$ cat src/rtl/tone_and_scale_sequencer_assert.svh
// Assertion macros for the tone and scale sequencer.
// Included by the modules that carry assertions; depends on nothing else.
`ifndef TONE_AND_SCALE_SEQUENCER_ASSERT_SVH
`define TONE_AND_SCALE_SEQUENCER_ASSERT_SVH

// same-cycle implication
`define TSS_ASSERT_SAME(label, clk, rst, ante, cons, msg) \
   label: assert property (@(posedge clk) disable iff (rst) (ante) |-> (cons)) \
      else $error(msg);

// next-cycle implication
`define TSS_ASSERT_NEXT(label, clk, rst, ante, cons, msg) \
   label: assert property (@(posedge clk) disable iff (rst) (ante) |=> (cons)) \
      else $error(msg);

`endif

$ cat src/rtl/tss_pkg.sv
// Types, codes and constants shared by the tone and scale sequencer modules.
// No dependencies.
package tss_pkg;

   localparam int NOTE_SLOTS_DEF = 16;

   localparam int CSR_ADDR_W = 3;
   localparam int CSR_DATA_W = 32;
   localparam int CSR_RESOLUTION = 0;
   localparam logic [4:0] RES_RESET = 5'd8;
   localparam logic [4:0] RES_MAX = 5'd20;

   localparam logic [13:0] DUTY_FULL = 14'd10000;
   // floor(x / 625) == (x * DUTY_RECIP) >> 40 for any x below 2^30
   localparam logic [30:0] DUTY_RECIP = 31'd1759218605;

   typedef enum logic [2:0] {
      KIND_TICK       = 3'd0,
      KIND_DUTY_TONE  = 3'd1,
      KIND_FIXED_TONE = 3'd2,
      KIND_LOAD_NOTE  = 3'd3,
      KIND_SCALE      = 3'd4,
      KIND_STOP       = 3'd5
   } kind_type;

   typedef enum logic [2:0] {
      ST_OK        = 3'd0,
      ST_BUSY      = 3'd1,
      ST_EMPTY     = 3'd2,
      ST_TONE_END  = 3'd3,
      ST_SCALE_END = 3'd4,
      ST_NEXT_NOTE = 3'd5
   } status_type;

   typedef enum logic [1:0] {
      PLAY_IDLE  = 2'd0,
      PLAY_TONE  = 2'd1,
      PLAY_SCALE = 2'd2
   } play_type;

   typedef enum logic [1:0] {
      PWM_OFF  = 2'd0,
      PWM_DUTY = 2'd1,
      PWM_HALF = 2'd2
   } pwm_type;

   typedef enum logic [2:0] {
      ACT_KEEP,
      ACT_SILENT,
      ACT_TONE_DUTY,
      ACT_TONE_HALF,
      ACT_NOTE
   } out_act_type;

   typedef struct packed {
      out_act_type act;
      logic [15:0] freq;
      logic [29:0] duty_x;
      logic        playing;
      status_type  status;
   } stage_type;

endpackage

$ cat src/rtl/tss_note_mem.sv
// Note table: synchronous single-write, single-read memory, registered read.
// No package dependencies.
module tss_note_mem #(
   parameter int DEPTH  = 16,
   parameter int ADDR_W = 4
) (
   input  logic              clock,
   input  logic              wr_en,
   input  logic [ADDR_W-1:0] wr_addr,
   input  logic [15:0]       wr_data,
   input  logic              rd_en,
   input  logic [ADDR_W-1:0] rd_addr,
   output logic [15:0]       rd_data
);

   logic [15:0] mem_ff [DEPTH];
   logic [15:0] rd_data_ff;

   always_ff @(posedge clock) begin
      if (wr_en) begin
         mem_ff[wr_addr] <= wr_data;
      end
   end

   always_ff @(posedge clock) begin
      if (rd_en) begin
         rd_data_ff <= mem_ff[rd_addr];
      end
   end

   assign rd_data = rd_data_ff;

endmodule

$ cat src/rtl/tss_seq_ctrl.sv
// Sequencer control: play state, tick timing, scale stepping, table access.
// Depends on tss_pkg and the assertion macro header.
`include "tone_and_scale_sequencer_assert.svh"
module tss_seq_ctrl #(
   parameter int NOTE_SLOTS = tss_pkg::NOTE_SLOTS_DEF,
   parameter int POS_W      = 4,
   parameter int CNT_W      = 5
) (
   input  logic                clock,
   input  logic                reset,
   input  logic                accept,
   input  logic [2:0]          kind,
   input  logic [15:0]         frequency,
   input  logic [13:0]         duty_hundredths,
   input  logic [31:0]         duration,
   input  logic [3:0]          note_slot,
   input  logic [4:0]          note_count,
   input  logic                direction_up,
   input  logic [4:0]          res_bits,
   output tss_pkg::stage_type  stage,
   output logic                mem_wr_en,
   output logic [POS_W-1:0]    mem_wr_addr,
   output logic [POS_W-1:0]    mem_rd_addr
);
   import tss_pkg::*;

   play_type         play_mode_ff, play_mode_in;
   logic [31:0]      elapsed_ff, elapsed_in;
   logic [31:0]      tone_ticks_ff, tone_ticks_in;
   logic [31:0]      note_ticks_ff, note_ticks_in;
   logic [CNT_W-1:0] notes_ff, notes_in;
   logic [POS_W-1:0] pos_ff, pos_in;
   logic             asc_ff, asc_in;

   logic [31:0]      el_inc;
   logic [CNT_W-1:0] cnt_sat;
   logic [13:0]      h_sat;
   logic [4:0]       bits;
   logic [33:0]      duty_p;

   always_comb begin
      el_inc  = (elapsed_ff == '1) ? elapsed_ff : elapsed_ff + 32'd1;
      cnt_sat = (32'(note_count) > 32'(NOTE_SLOTS)) ? CNT_W'(NOTE_SLOTS)
                                                    : CNT_W'(note_count);
      h_sat   = (duty_hundredths > DUTY_FULL) ? DUTY_FULL : duty_hundredths;
      bits    = (res_bits > RES_MAX) ? RES_MAX : res_bits;
      duty_p  = (34'(h_sat) << bits) - 34'(h_sat);
   end

   always_comb begin
      play_mode_in  = play_mode_ff;
      elapsed_in    = elapsed_ff;
      tone_ticks_in = tone_ticks_ff;
      note_ticks_in = note_ticks_ff;
      notes_in      = notes_ff;
      pos_in        = pos_ff;
      asc_in        = asc_ff;
      mem_wr_en     = 1'b0;
      stage.act     = ACT_KEEP;
      stage.status  = ST_OK;
      if (accept) begin
         unique case (kind_type'(kind)) inside
            KIND_TICK: begin
               if (play_mode_ff != PLAY_IDLE) begin
                  elapsed_in = el_inc;
                  if (play_mode_ff == PLAY_TONE) begin
                     if (el_inc >= tone_ticks_ff) begin
                        play_mode_in = PLAY_IDLE;
                        stage.act    = ACT_SILENT;
                        stage.status = ST_TONE_END;
                     end
                  end else if (el_inc >= note_ticks_ff) begin
                     if (asc_ff ? (32'(pos_ff) + 32'd1 >= 32'(notes_ff))
                                : (pos_ff == '0)) begin
                        play_mode_in = PLAY_IDLE;
                        stage.act    = ACT_SILENT;
                        stage.status = ST_SCALE_END;
                     end else begin
                        pos_in       = asc_ff ? pos_ff + 1'b1 : pos_ff - 1'b1;
                        elapsed_in   = '0;
                        stage.act    = ACT_NOTE;
                        stage.status = ST_NEXT_NOTE;
                     end
                  end
               end
            end
            KIND_DUTY_TONE, KIND_FIXED_TONE: begin
               if (play_mode_ff != PLAY_IDLE) begin
                  stage.status = ST_BUSY;
               end else begin
                  play_mode_in  = PLAY_TONE;
                  elapsed_in    = '0;
                  tone_ticks_in = duration;
                  stage.act     = (kind_type'(kind) == KIND_DUTY_TONE) ? ACT_TONE_DUTY
                                                                       : ACT_TONE_HALF;
               end
            end
            KIND_LOAD_NOTE: begin
               mem_wr_en = (32'(note_slot) < 32'(NOTE_SLOTS));
            end
            KIND_SCALE: begin
               if (play_mode_ff != PLAY_IDLE) begin
                  stage.status = ST_BUSY;
               end else if (cnt_sat == '0) begin
                  stage.status = ST_EMPTY;
               end else begin
                  play_mode_in  = PLAY_SCALE;
                  notes_in      = cnt_sat;
                  note_ticks_in = duration;
                  asc_in        = direction_up;
                  pos_in        = direction_up ? '0 : POS_W'(32'(cnt_sat) - 32'd1);
                  elapsed_in    = '0;
                  stage.act     = ACT_NOTE;
               end
            end
            KIND_STOP: begin
               play_mode_in = PLAY_IDLE;
               stage.act    = ACT_SILENT;
            end
            default: begin
            end
         endcase
      end
      stage.freq    = frequency;
      stage.duty_x  = duty_p[33:4];
      stage.playing = (play_mode_in != PLAY_IDLE);
      mem_wr_addr   = POS_W'(note_slot);
      mem_rd_addr   = pos_in;
   end

   always_ff @(posedge clock) begin
      if (reset) begin
         play_mode_ff  <= PLAY_IDLE;
         elapsed_ff    <= '0;
         tone_ticks_ff <= '0;
         note_ticks_ff <= '0;
         notes_ff      <= '0;
         pos_ff        <= '0;
         asc_ff        <= 1'b1;
      end else begin
         play_mode_ff  <= play_mode_in;
         elapsed_ff    <= elapsed_in;
         tone_ticks_ff <= tone_ticks_in;
         note_ticks_ff <= note_ticks_in;
         notes_ff      <= notes_in;
         pos_ff        <= pos_in;
         asc_ff        <= asc_in;
      end
   end

   `TSS_ASSERT_SAME(a_pos_in_scale, clock, reset, play_mode_ff == PLAY_SCALE,
                    32'(pos_ff) < 32'(notes_ff), "note position past note count")

endmodule

$ cat src/rtl/tss_out_stage.sv
// Output stage: applies the sounding state change, finishes the duty divide,
// holds the result word. Depends on tss_pkg and the assertion macro header.
`include "tone_and_scale_sequencer_assert.svh"
module tss_out_stage (
   input  logic               clock,
   input  logic               reset,
   input  logic               load,
   input  logic               take,
   input  tss_pkg::stage_type stage,
   input  logic [15:0]        note_freq,
   output logic               rsp_valid,
   output logic [15:0]        rsp_current_frequency,
   output logic [1:0]         rsp_pwm_mode,
   output logic [19:0]        rsp_duty_value,
   output logic               rsp_playing,
   output logic [2:0]         rsp_status
);
   import tss_pkg::*;

   logic        valid_ff, valid_in;
   logic [15:0] freq_ff, freq_in;
   pwm_type     mode_ff, mode_in;
   logic [19:0] duty_ff, duty_in;
   logic        playing_ff;
   status_type  status_ff;
   logic [60:0] duty_prod;

   assign duty_prod = {31'b0, stage.duty_x} * {30'b0, DUTY_RECIP};

   always_comb begin
      freq_in  = freq_ff;
      mode_in  = mode_ff;
      duty_in  = duty_ff;
      valid_in = valid_ff;
      if (take) begin
         valid_in = 1'b0;
      end
      if (load) begin
         valid_in = 1'b1;
         case (stage.act)
            ACT_SILENT: begin
               freq_in = '0;
               mode_in = PWM_OFF;
               duty_in = '0;
            end
            ACT_TONE_DUTY: begin
               freq_in = stage.freq;
               mode_in = PWM_DUTY;
               duty_in = duty_prod[59:40];
            end
            ACT_TONE_HALF: begin
               freq_in = stage.freq;
               mode_in = PWM_HALF;
               duty_in = '0;
            end
            ACT_NOTE: begin
               freq_in = note_freq;
               mode_in = PWM_HALF;
               duty_in = '0;
            end
            default: begin
            end
         endcase
      end
   end

   always_ff @(posedge clock) begin
      if (reset) begin
         valid_ff <= 1'b0;
         freq_ff  <= '0;
         mode_ff  <= PWM_OFF;
         duty_ff  <= '0;
      end else begin
         valid_ff <= valid_in;
         freq_ff  <= freq_in;
         mode_ff  <= mode_in;
         duty_ff  <= duty_in;
      end
   end

   always_ff @(posedge clock) begin
      if (load) begin
         playing_ff <= stage.playing;
         status_ff  <= stage.status;
      end
   end

   assign rsp_valid             = valid_ff;
   assign rsp_current_frequency = freq_ff;
   assign rsp_pwm_mode          = mode_ff;
   assign rsp_duty_value        = duty_ff;
   assign rsp_playing           = playing_ff;
   assign rsp_status            = status_ff;

   `TSS_ASSERT_SAME(a_silent_when_idle, clock, reset, valid_ff && !playing_ff,
                    mode_ff == PWM_OFF && freq_ff == '0, "sound while not playing")
   `TSS_ASSERT_SAME(a_duty_only_in_duty_mode, clock, reset, duty_ff != '0,
                    mode_ff == PWM_DUTY, "duty count outside explicit duty mode")
   `TSS_ASSERT_SAME(a_busy_means_playing, clock, reset,
                    valid_ff && status_ff == ST_BUSY, playing_ff,
                    "busy reject while idle")

endmodule

$ cat src/rtl/tone_and_scale_sequencer.sv
// Top level of the buzzer tone and scale sequencer: CSR port, pipeline
// handshake, note table, control and output stage. Depends on tss_pkg.
//
//   channel  direction  handshake             contents
//   req      in         req_valid/req_stall   kind, frequency, duty, duration, slot, count, dir
//   rsp      out        rsp_valid/rsp_stall   frequency, pwm mode, duty, playing, status
//   csr      in/out     APB, pready high      resolution_bits at byte address 0
//
// One word accepted per cycle, sustained, while rsp_stall is low. Each word passes the note
// table read in the table-read stage, then the result register, before its result appears.
// Reset clears all control state; the note table is not cleared and needs no pass.
// A stalled result holds the output register; one more word can be taken into the
// table-read stage, after which req_stall rises until the result is taken.
`include "tone_and_scale_sequencer_assert.svh"
module tone_and_scale_sequencer #(
   parameter int NOTE_SLOTS = tss_pkg::NOTE_SLOTS_DEF
) (
   input  logic                           clock,
   input  logic                           reset,
   input  logic                           req_valid,
   output logic                           req_stall,
   input  logic [2:0]                     req_kind,
   input  logic [15:0]                    req_frequency,
   input  logic [13:0]                    req_duty_hundredths,
   input  logic [31:0]                    req_duration,
   input  logic [3:0]                     req_note_slot,
   input  logic [4:0]                     req_note_count,
   input  logic                           req_direction_up,
   output logic                           rsp_valid,
   input  logic                           rsp_stall,
   output logic [15:0]                    rsp_current_frequency,
   output logic [1:0]                     rsp_pwm_mode,
   output logic [19:0]                    rsp_duty_value,
   output logic                           rsp_playing,
   output logic [2:0]                     rsp_status,
   input  logic                           csr_psel,
   input  logic                           csr_penable,
   input  logic                           csr_pwrite,
   input  logic [tss_pkg::CSR_ADDR_W-1:0] csr_paddr,
   input  logic [tss_pkg::CSR_DATA_W-1:0] csr_pwdata,
   output logic [tss_pkg::CSR_DATA_W-1:0] csr_prdata,
   output logic                           csr_pready
);
   import tss_pkg::*;

   localparam int POS_W = (NOTE_SLOTS > 1) ? $clog2(NOTE_SLOTS) : 1;
   localparam int CNT_W = $clog2(NOTE_SLOTS + 1);
   localparam logic [CSR_ADDR_W-1:0] RES_ADDR = CSR_ADDR_W'(CSR_RESOLUTION * 4);

   logic        res_sel;
   logic [4:0]  res_ff, res_in;

   logic        s1_valid_ff, s1_valid_in;
   stage_type   s1_ff;
   stage_type   stage;
   logic        accept, s1_move, rsp_take;

   logic             mem_wr_en;
   logic [POS_W-1:0] mem_wr_addr, mem_rd_addr;
   logic [15:0]      note_freq;

   assign res_sel    = (csr_paddr == RES_ADDR);
   assign csr_pready = 1'b1;
   assign csr_prdata = res_sel ? CSR_DATA_W'(res_ff) : '0;
   assign res_in     = (csr_psel && csr_penable && csr_pwrite && res_sel)
                       ? csr_pwdata[4:0] : res_ff;

   always_ff @(posedge clock) begin
      if (reset) begin
         res_ff <= RES_RESET;
      end else begin
         res_ff <= res_in;
      end
   end

   assign rsp_take    = rsp_valid && !rsp_stall;
   assign s1_move     = s1_valid_ff && (!rsp_valid || !rsp_stall);
   assign req_stall   = s1_valid_ff && !s1_move;
   assign accept      = req_valid && !req_stall;
   assign s1_valid_in = accept || (s1_valid_ff && !s1_move);

   always_ff @(posedge clock) begin
      if (reset) begin
         s1_valid_ff <= 1'b0;
      end else begin
         s1_valid_ff <= s1_valid_in;
      end
   end

   always_ff @(posedge clock) begin
      if (accept) begin
         s1_ff <= stage;
      end
   end

   tss_seq_ctrl #(
      .NOTE_SLOTS (NOTE_SLOTS),
      .POS_W      (POS_W),
      .CNT_W      (CNT_W)
   ) u_ctrl (
      .clock           (clock),
      .reset           (reset),
      .accept          (accept),
      .kind            (req_kind),
      .frequency       (req_frequency),
      .duty_hundredths (req_duty_hundredths),
      .duration        (req_duration),
      .note_slot       (req_note_slot),
      .note_count      (req_note_count),
      .direction_up    (req_direction_up),
      .res_bits        (res_ff),
      .stage           (stage),
      .mem_wr_en       (mem_wr_en),
      .mem_wr_addr     (mem_wr_addr),
      .mem_rd_addr     (mem_rd_addr)
   );

   tss_note_mem #(
      .DEPTH  (NOTE_SLOTS),
      .ADDR_W (POS_W)
   ) u_mem (
      .clock   (clock),
      .wr_en   (mem_wr_en),
      .wr_addr (mem_wr_addr),
      .wr_data (req_frequency),
      .rd_en   (accept),
      .rd_addr (mem_rd_addr),
      .rd_data (note_freq)
   );

   tss_out_stage u_out (
      .clock                 (clock),
      .reset                 (reset),
      .load                  (s1_move),
      .take                  (rsp_take),
      .stage                 (s1_ff),
      .note_freq             (note_freq),
      .rsp_valid             (rsp_valid),
      .rsp_current_frequency (rsp_current_frequency),
      .rsp_pwm_mode          (rsp_pwm_mode),
      .rsp_duty_value        (rsp_duty_value),
      .rsp_playing           (rsp_playing),
      .rsp_status            (rsp_status)
   );

   `TSS_ASSERT_NEXT(a_accept_fills_stage, clock, reset, accept, s1_valid_ff,
                    "accepted word lost before table-read stage")

endmodule

$ cat config.mk
export PLATFORM = sky130hd
export DESIGN_NAME = tone_and_scale_sequencer
export DESIGN_NICKNAME = d
export VERILOG_FILES = /design/src/rtl/tss_pkg.sv /design/src/rtl/tss_note_mem.sv /design/src/rtl/tss_seq_ctrl.sv /design/src/rtl/tss_out_stage.sv /design/src/rtl/tone_and_scale_sequencer.sv
export VERILOG_INCLUDE_DIRS = /design/src /design/src/rtl
export SDC_FILE = /design/constraint.sdc
export NUM_CORES = 2
export LEC_CHECK = 0
export ABC_AREA = 1
export ABC_CLOCK_PERIOD_IN_PS = 19900
export BUFFER_PORTS_ARGS = -buffer_cell sky130_fd_sc_hd__buf_4
export CAP_MARGIN = 40
export CORE_UTILIZATION = 40
export CTS_BUF_LIST = sky130_fd_sc_hd__clkbuf_2 sky130_fd_sc_hd__clkbuf_4 sky130_fd_sc_hd__clkbuf_8
export DETAILED_ROUTE_END_ITERATION = 8
export GPL_ROUTABILITY_DRIVEN = 1
export PLACE_DENSITY = 0.55
export RECOVER_POWER = 100
export SYNTH_ARGS = -nofsm -noshare
export SYNTH_HDL_FRONTEND = slang
export SYNTH_SLANG_ARGS = --single-unit
$ cat constraint.sdc
create_clock -name clock -period 19.9 [get_ports clock]
set_input_delay 1.99 -clock clock [delete_from_list [all_inputs] [get_ports clock]]
set_output_delay 1.99 -clock clock [all_outputs]
set_load 0.02 [all_outputs]
**Word level (Yosys, flattened, before mapping)**

Memory sizes are Yosys's and may differ from the RTL's. A register that Yosys moved wholly into a read port is not among the register bits.
Cells that the tools add are included.

- Logic and storage cells: 148
- Register bits: 210
- RAM bits: 256
- Memories: 1
- Input bits: 117

Memory list:

| memory | words | bits a word | rd ports | clocked after memory_dff | write ports | RTL line | text |
|---|---|---|---|---|---|---|---|
| u_mem.mem_ff | 16 | 16 | 1 | 1 | 1 | tss_note_mem.sv:16 | `logic [15:0] mem_ff [DEPTH];` |

- Shift operators: 1
- Add/sub/neg operators: 6
- Multipliers: 1
- Equality and inequality tests: 15
- Reduce and logical (&&, ||, !) cells: 34
- Magnitude comparators: 6
- Bitwise gates (word level): 2
- Muxes and demuxes: 62

Operator list:

| cell | number |
|---|---|
| 32-bit two-way mux | 8 |
| 32-bit case mux with 3 select lines | 1 |
| 32-bit >= comparator | 2 |
| 30-bit by 31-bit multiplier with 60-bit output, second input constant | 1 |
| 16-bit case mux with 3 select lines | 1 |
| 20-bit case mux with 2 select lines | 1 |
| 4-bit two-way mux | 9 |
| 14-bit by 5-bit left shift with 34-bit output | 1 |
| 34-bit by 14-bit subtractor with 34-bit output | 1 |
| 3-bit two-way mux | 11 |
| 32-bit by 1-bit adder with 32-bit output, second input constant | 1 |
| 32-bit == test, second input constant | 1 |
| 32-bit by 5-bit >= comparator with 1-bit output | 1 |
| 2-bit two-way mux | 11 |
| 5-bit two-way mux | 3 |
| 14-bit > comparator, second input constant | 1 |
| 14-bit two-way mux | 1 |
| 3-bit by 2-bit == test with 1-bit output, second input constant | 4 |
| 3-bit case mux with 4 select lines | 1 |
| 1-bit two-way mux | 11 |
| 5-bit > comparator, second input constant | 2 |
| 3-bit == test, second input constant | 3 |
| 3-bit case mux with 3 select lines | 1 |
| 3-bit nonzero test | 3 |
| other kinds (23) | 47 |

**Logic depth before layout (Yosys ltp)**

- Word-level depth: 10
- Mapped depth: 35

**Modules after synthesis**

Synthesis repeated with hierarchy kept, for this count alone.

- Cell total of the unflattened synthesis: 5088
- Area total of the unflattened synthesis: 43128.9 um2

By module, submodules not included:

| module | area an instance (um2) | times used | sequential area each (um2) | cells an instance |
|---|---|---|---|---|
| tss_out_stage | 19797.7 | 1 | 900.9 | 2376 |
| tss_note_mem | 11541.1 | 1 | 8167.8 | 1074 |
| tss_seq_ctrl | 9610.5 | 1 | 2162.1 | 1498 |
| tone_and_scale_sequencer | 2179.6 | 1 | 1711.6 | 140 |

**Least setup slack after synthesis**

No wires, ideal clock.

- Path type: register to register
- From: reg s1_ff[17] in the netlist's numbering
- To: reg u_out.duty_ff[13] (netlist: u_out.rsp_duty_value[13])
- Data arrival time: 6240 ps
- Cell stages (with the launch flop): 23
- Clock period less this slack: 6373 ps
- Path slack: 13527 ps
- Data required time: 19768 ps
- Cell sequence: edfxtp_1 fa_1 fa_1 inv_1 fa_1 inv_1 fa_1 fa_1 fa_1 fa_1 inv_1 fa_1 inv_1 ha_1 a21oi_1 o21ai_0 a21oi_1 o21ai_0 a221oi_1 o21ai_0 or2_2 nand3_1 a21oi_1

- Longest elaborated chain between the ends: 2

RTL lines:

| item | RTL line | text |
|---|---|---|
| start: declaration | tone_and_scale_sequencer.sv:54 | `stage_type s1_ff;` |
| start signal: assignment | tone_and_scale_sequencer.sv:92 | `s1_ff <= stage;` |
| 30-bit by 31-bit multiplier with 60-bit output | tss_out_stage.sv:28 | `assign duty_prod = {31'b0, stage.duty_x} * {30'b0, DUTY_RECIP};` |
| 20-bit case mux with 2 select lines | tss_out_stage.sv:40 | `case (stage.act)` |
| end signal: assignment | tss_out_stage.sv:77 | `duty_ff <= duty_in;` |
| end: declaration | tss_out_stage.sv:23 | `logic [19:0] duty_ff, duty_in;` |

No other way between the ends.
A chain may end at the register's enable or synchronous reset.

**Final worst setup path**

- From: reg u_ctrl.elapsed_ff[0]
- To: reg u_mem.rd_data_ff[2] (netlist: u_mem.rd_data[2]), read port of u_mem.mem_ff, data pin

- Longest elaborated chain between the ends: 8

RTL lines:

| item | RTL line | text |
|---|---|---|
| start: declaration | tss_seq_ctrl.sv:28 | `logic [31:0] elapsed_ff, elapsed_in;` |
| start signal: assignment | tss_seq_ctrl.sv:142 | `elapsed_ff <= elapsed_in;` |
| 32-bit by 1-bit adder with 32-bit output / 32-bit == test (equally long branches) | tss_seq_ctrl.sv:42 | `el_inc = (elapsed_ff == '1) ? elapsed_ff : elapsed_ff + 32'd1;` |
| 32-bit two-way mux * | tss_seq_ctrl.sv:42 |  |
| 32-bit >= comparator * | tss_seq_ctrl.sv:72 | `end else if (el_inc >= note_ticks_ff) begin` |
| 4-bit two-way mux * | tss_seq_ctrl.sv:72 |  |
| 4-bit two-way mux * | tss_seq_ctrl.sv:66 | `if (play_mode_ff == PLAY_TONE) begin` |
| 4-bit two-way mux * | tss_seq_ctrl.sv:64 | `if (play_mode_ff != PLAY_IDLE) begin` |
| 4-bit case mux with 2 select lines * | tss_seq_ctrl.sv:62 | `unique case (kind_type'(kind)) inside` |
| 4-bit two-way mux * | tss_seq_ctrl.sv:61 | `if (accept) begin` |
| end: declaration | tss_note_mem.sv:17 | `logic [15:0] rd_data_ff;` |

Every way passes the cells marked *; elsewhere a longest branch is shown, timed or not.

==> reports/qor.txt <==
Critical Path Slowest Stage Cell -> clkbuf_1
Setup CP Type -> reg2reg
Nets -> 5730
Total Wirelength -> 117 mm
CTS Buffer Depth -> 3
Setup crit start -> u_ctrl.elapsed_ff[0]
Post-Route Setup TNS -> 0 ns
IO Count -> 194
Period utilisation layout -> 57.9%
Slew margin rel. -> -158%
Ranking of synthesized cells by area -> edfxtp_1 24%, fa_1 20%, ha_1 13%, inv_1 8.4%, dfxtp_1 7.4%
Post-synthesis xor/xnor area fraction -> 0.970%
Simple-Gate Fraction of Synth Area -> 17.3%
Post-Syn Instances -> 4642
Crit-path max cell delay -> 2.80 ns
Mux contribution to synthesized area -> 0.0241%
Crit path launch type -> flop
R2r worst-path depth -> 33
End of the critical path -> u_mem.rd_data[2]
Commonest cells in the netlist -> 929 x inv_1, 797 x nand2_1, 420 x ha_1
Final hold viol count -> 0
Die area -> 105000 um^2
Via count -> 30945
Post-DRT Antenna Nets -> 0
RePlAce Congestion -> 0.934
Largest net degree at the start of global routing -> 79
Clock-pin slew of the registers on the worst-case setup and hold paths -> 0.06 ns
Wire per inst -> 18.9 um
Violated checks -> max-capacitance violations, max-slew violations
Drt initial violations -> 1837
Yosys top cell area share -> 23.8%
Global-route wire length before repair -> 181 mm
Routed vias/inst -> 4.97
Critical Path Most Common Cell -> nand2_1
Clock root buffer -> clkbuf_8
Register area share after synthesis -> 31.2%
Largest area contributor in the netlist -> edfxtp_1
Critical R2R Launch -> u_ctrl.elapsed_ff[0]
Achievable frequency -> 86.8 MHz
Post-Synth Adder-Cell Area -> 32.4%
FF-to-FF End -> u_mem.rd_data[2]
Share of cells above drive strength 1 -> 6.06%
Fill cell count -> 10305
Worst-Margin Slew -> 3.86 ns
Count leader, synth -> inv_1
Worst hold path class -> reg2reg
CTS resizes -> 0
Synth Warn # -> 0
Distinct cells, synth -> 57
CORE AREA -> 102000 um^2
Syn_area_per_cell -> 8.95 um^2
Max Cap Viol -> 10
Number of global-route vias before repair -> 30787
Grt ovf -> 0
Die Ht -> 324 um
Post-CTS setup buffer count -> 0
Synthesis-to-finish area growth -> 9.20%
Unrepaired setup endpoints after global routing -> no
Status -> complete, but fails checks
Worst setup EP type -> flop
FF+latch area -> 12900 um^2
Dpl hpwl -> 92.0 mm
Starting Density -> 40.6%
Antenna violations before repair -> 6
GR Util All Layers -> 22.9%
Multi-input gate area -> 24300 um^2
DRT Pass-1 Iters -> 6
H-Tree Level Count -> 3
CTS buffer count -> 86
Std cell rows -> 117
PortBufs -> 138
Tmin final -> 11.51 ns
Die Wd -> 324 um
Slew Limit Fails -> 511
Post-synth top flop -> edfxtp_1
Complex-gate fraction of the synthesized area -> 7.58%
Data arrival time of the worst path -> 11.96 ns
Clock Sinks -> 482
Post-synth ARST share -> 0%
Clk Latency, worst-skew pair -> 0.73 ns
R2r setup slk -> 8.39 ns
CTS tree -> built
Post-Syn Area -> 41500 um^2
Hold buffer count at cts -> 0
Post-synth EDFFs -> 329
Setup Skew -> 0.0625 ns
CP required -> 20.34 ns
Number of synthesized register bits -> 482
Largest family of logic cells by synthesized area -> adder cells
Setup violators final -> 0
Remaining DRCs -> 0
Worst Path Max Fanout -> 78
[how the worst min path moves through the flow]
stage                     slack [ns]     start                   to  cells after the start
after floorplan                 0.40  s1_ff[3]    u_out.rsp_playing                      0
after global placement          0.40  s1_ff[2]  u_out.rsp_status[2]                      0
after detailed placement        0.41  s1_ff[0]  u_out.rsp_status[0]                      0
after CTS                       0.42  s1_ff[2]  u_out.rsp_status[2]                      0
after global routing            0.42  s1_ff[1]  u_out.rsp_status[1]                      0
final                           0.42  s1_ff[2]  u_out.rsp_status[2]                      0
[placed cells by master, fill, tap and decap left out, types with 11 or more instances in the layout]
master    instances
xor2_1           35
fa_1            410
a21oi_1         262
o21a_1           18
a31oi_1          12
nand3_2          14
ha_1            420
clkbuf_8         93
clkinv_1         17
buf_4            78
nor3_1           20
xnor2_1          11
nand2_2          13
a21boi_0         24
nand2_1         799
clkbuf_1         97
dfxtp_1         153
clkbuf_4         30
nand3_1         375
conb_1           28
a221oi_1         19
inv_1           930
edfxtp_1        329
nand3b_1         49
nor2_1          279
nand4_1          34
o21ai_0         177
[critical path: cells and delay by family, from the launching register on]
kind | cells | cell delay, ns
xor gates and xnor gates | 1 | 0.28
AOI/OAI and AO/OA | 2 | 0.23
DFF | 1 | 0.43
buffers and inverters | 3 | 2.99
adders and majority gates | 2 | 0.52
and+or+nand+nor | 25 | 6.71
[final cells by class]
cell class	count	share of cell area, %
clock buffers	122	3.30
diodes	3	0.0166
multi-input cells	3094	53.6
repair buffers	178	2.22
flip-flops and latches	482	28.5
clock inverters	34	0.737
well taps	1368	3.77
inverters	941	7.79
[cells by family (layout without fill, tap and decap cells)]
| family | count (synthesis) | in the layout |
|---|---|---|
| XOR/XNOR | 46 | 46 |
| multiplexers | 1 | 1 |
| other | 2 | 31 |
| adder cells (fa/ha/maj) | 830 | 830 |
| buffers and inverters | 1092 | 1275 |
| AO/OA/AOI/OAI | 562 | 562 |
| AND/OR/NAND/NOR | 1627 | 1627 |
| flip-flops | 482 | 482 |
[through the flow]
step                      hold WS, ns  setup WS [ns]  instances  cell area, um^2  util (%)
after floorplan                 0.400          13.53       4668            41600         -
after global placement          0.405          12.19       6057            43900      42.9
after detailed placement        0.410          12.18       6063            44000      43.0
after CTS                       0.423          12.14       6219            45900      44.8
after global routing            0.423           7.13       6221            45300      44.3
final                           0.421           8.39       6222            45300      44.3
[routing by layer]
metal  vias to the layer above  global-route usage (%)  part of all wire [%]
li1                      15196                       -                     -
met1                     14905                    30.2                    44
met2                       669                    37.6                    48
met3                       169                    4.64                   5.6
met4                         6                    7.19                   2.8
met5                         -                       0                 0.033
[state kept, by name (all words and copies together), names as in the netlist, 2 cells and up]
name                         count
u_out.rsp_status                 3
s1_ff                           53
u_ctrl.tone_ticks_ff            32
u_out.rsp_duty_value            20
u_ctrl.play_mode_ff              2
u_mem.mem_ff                   256
u_ctrl.note_ticks_ff            32
u_out.rsp_pwm_mode               2
u_ctrl.elapsed_ff               32
u_ctrl.notes_ff                  5
res_ff                           5
u_ctrl.pos_ff                    4
u_mem.rd_data                   16
u_out.rsp_current_frequency     16
Power is left out: the tool's default activity adds up to more than one toggle a clock period on the data nets, which glitch-free logic cannot reach.
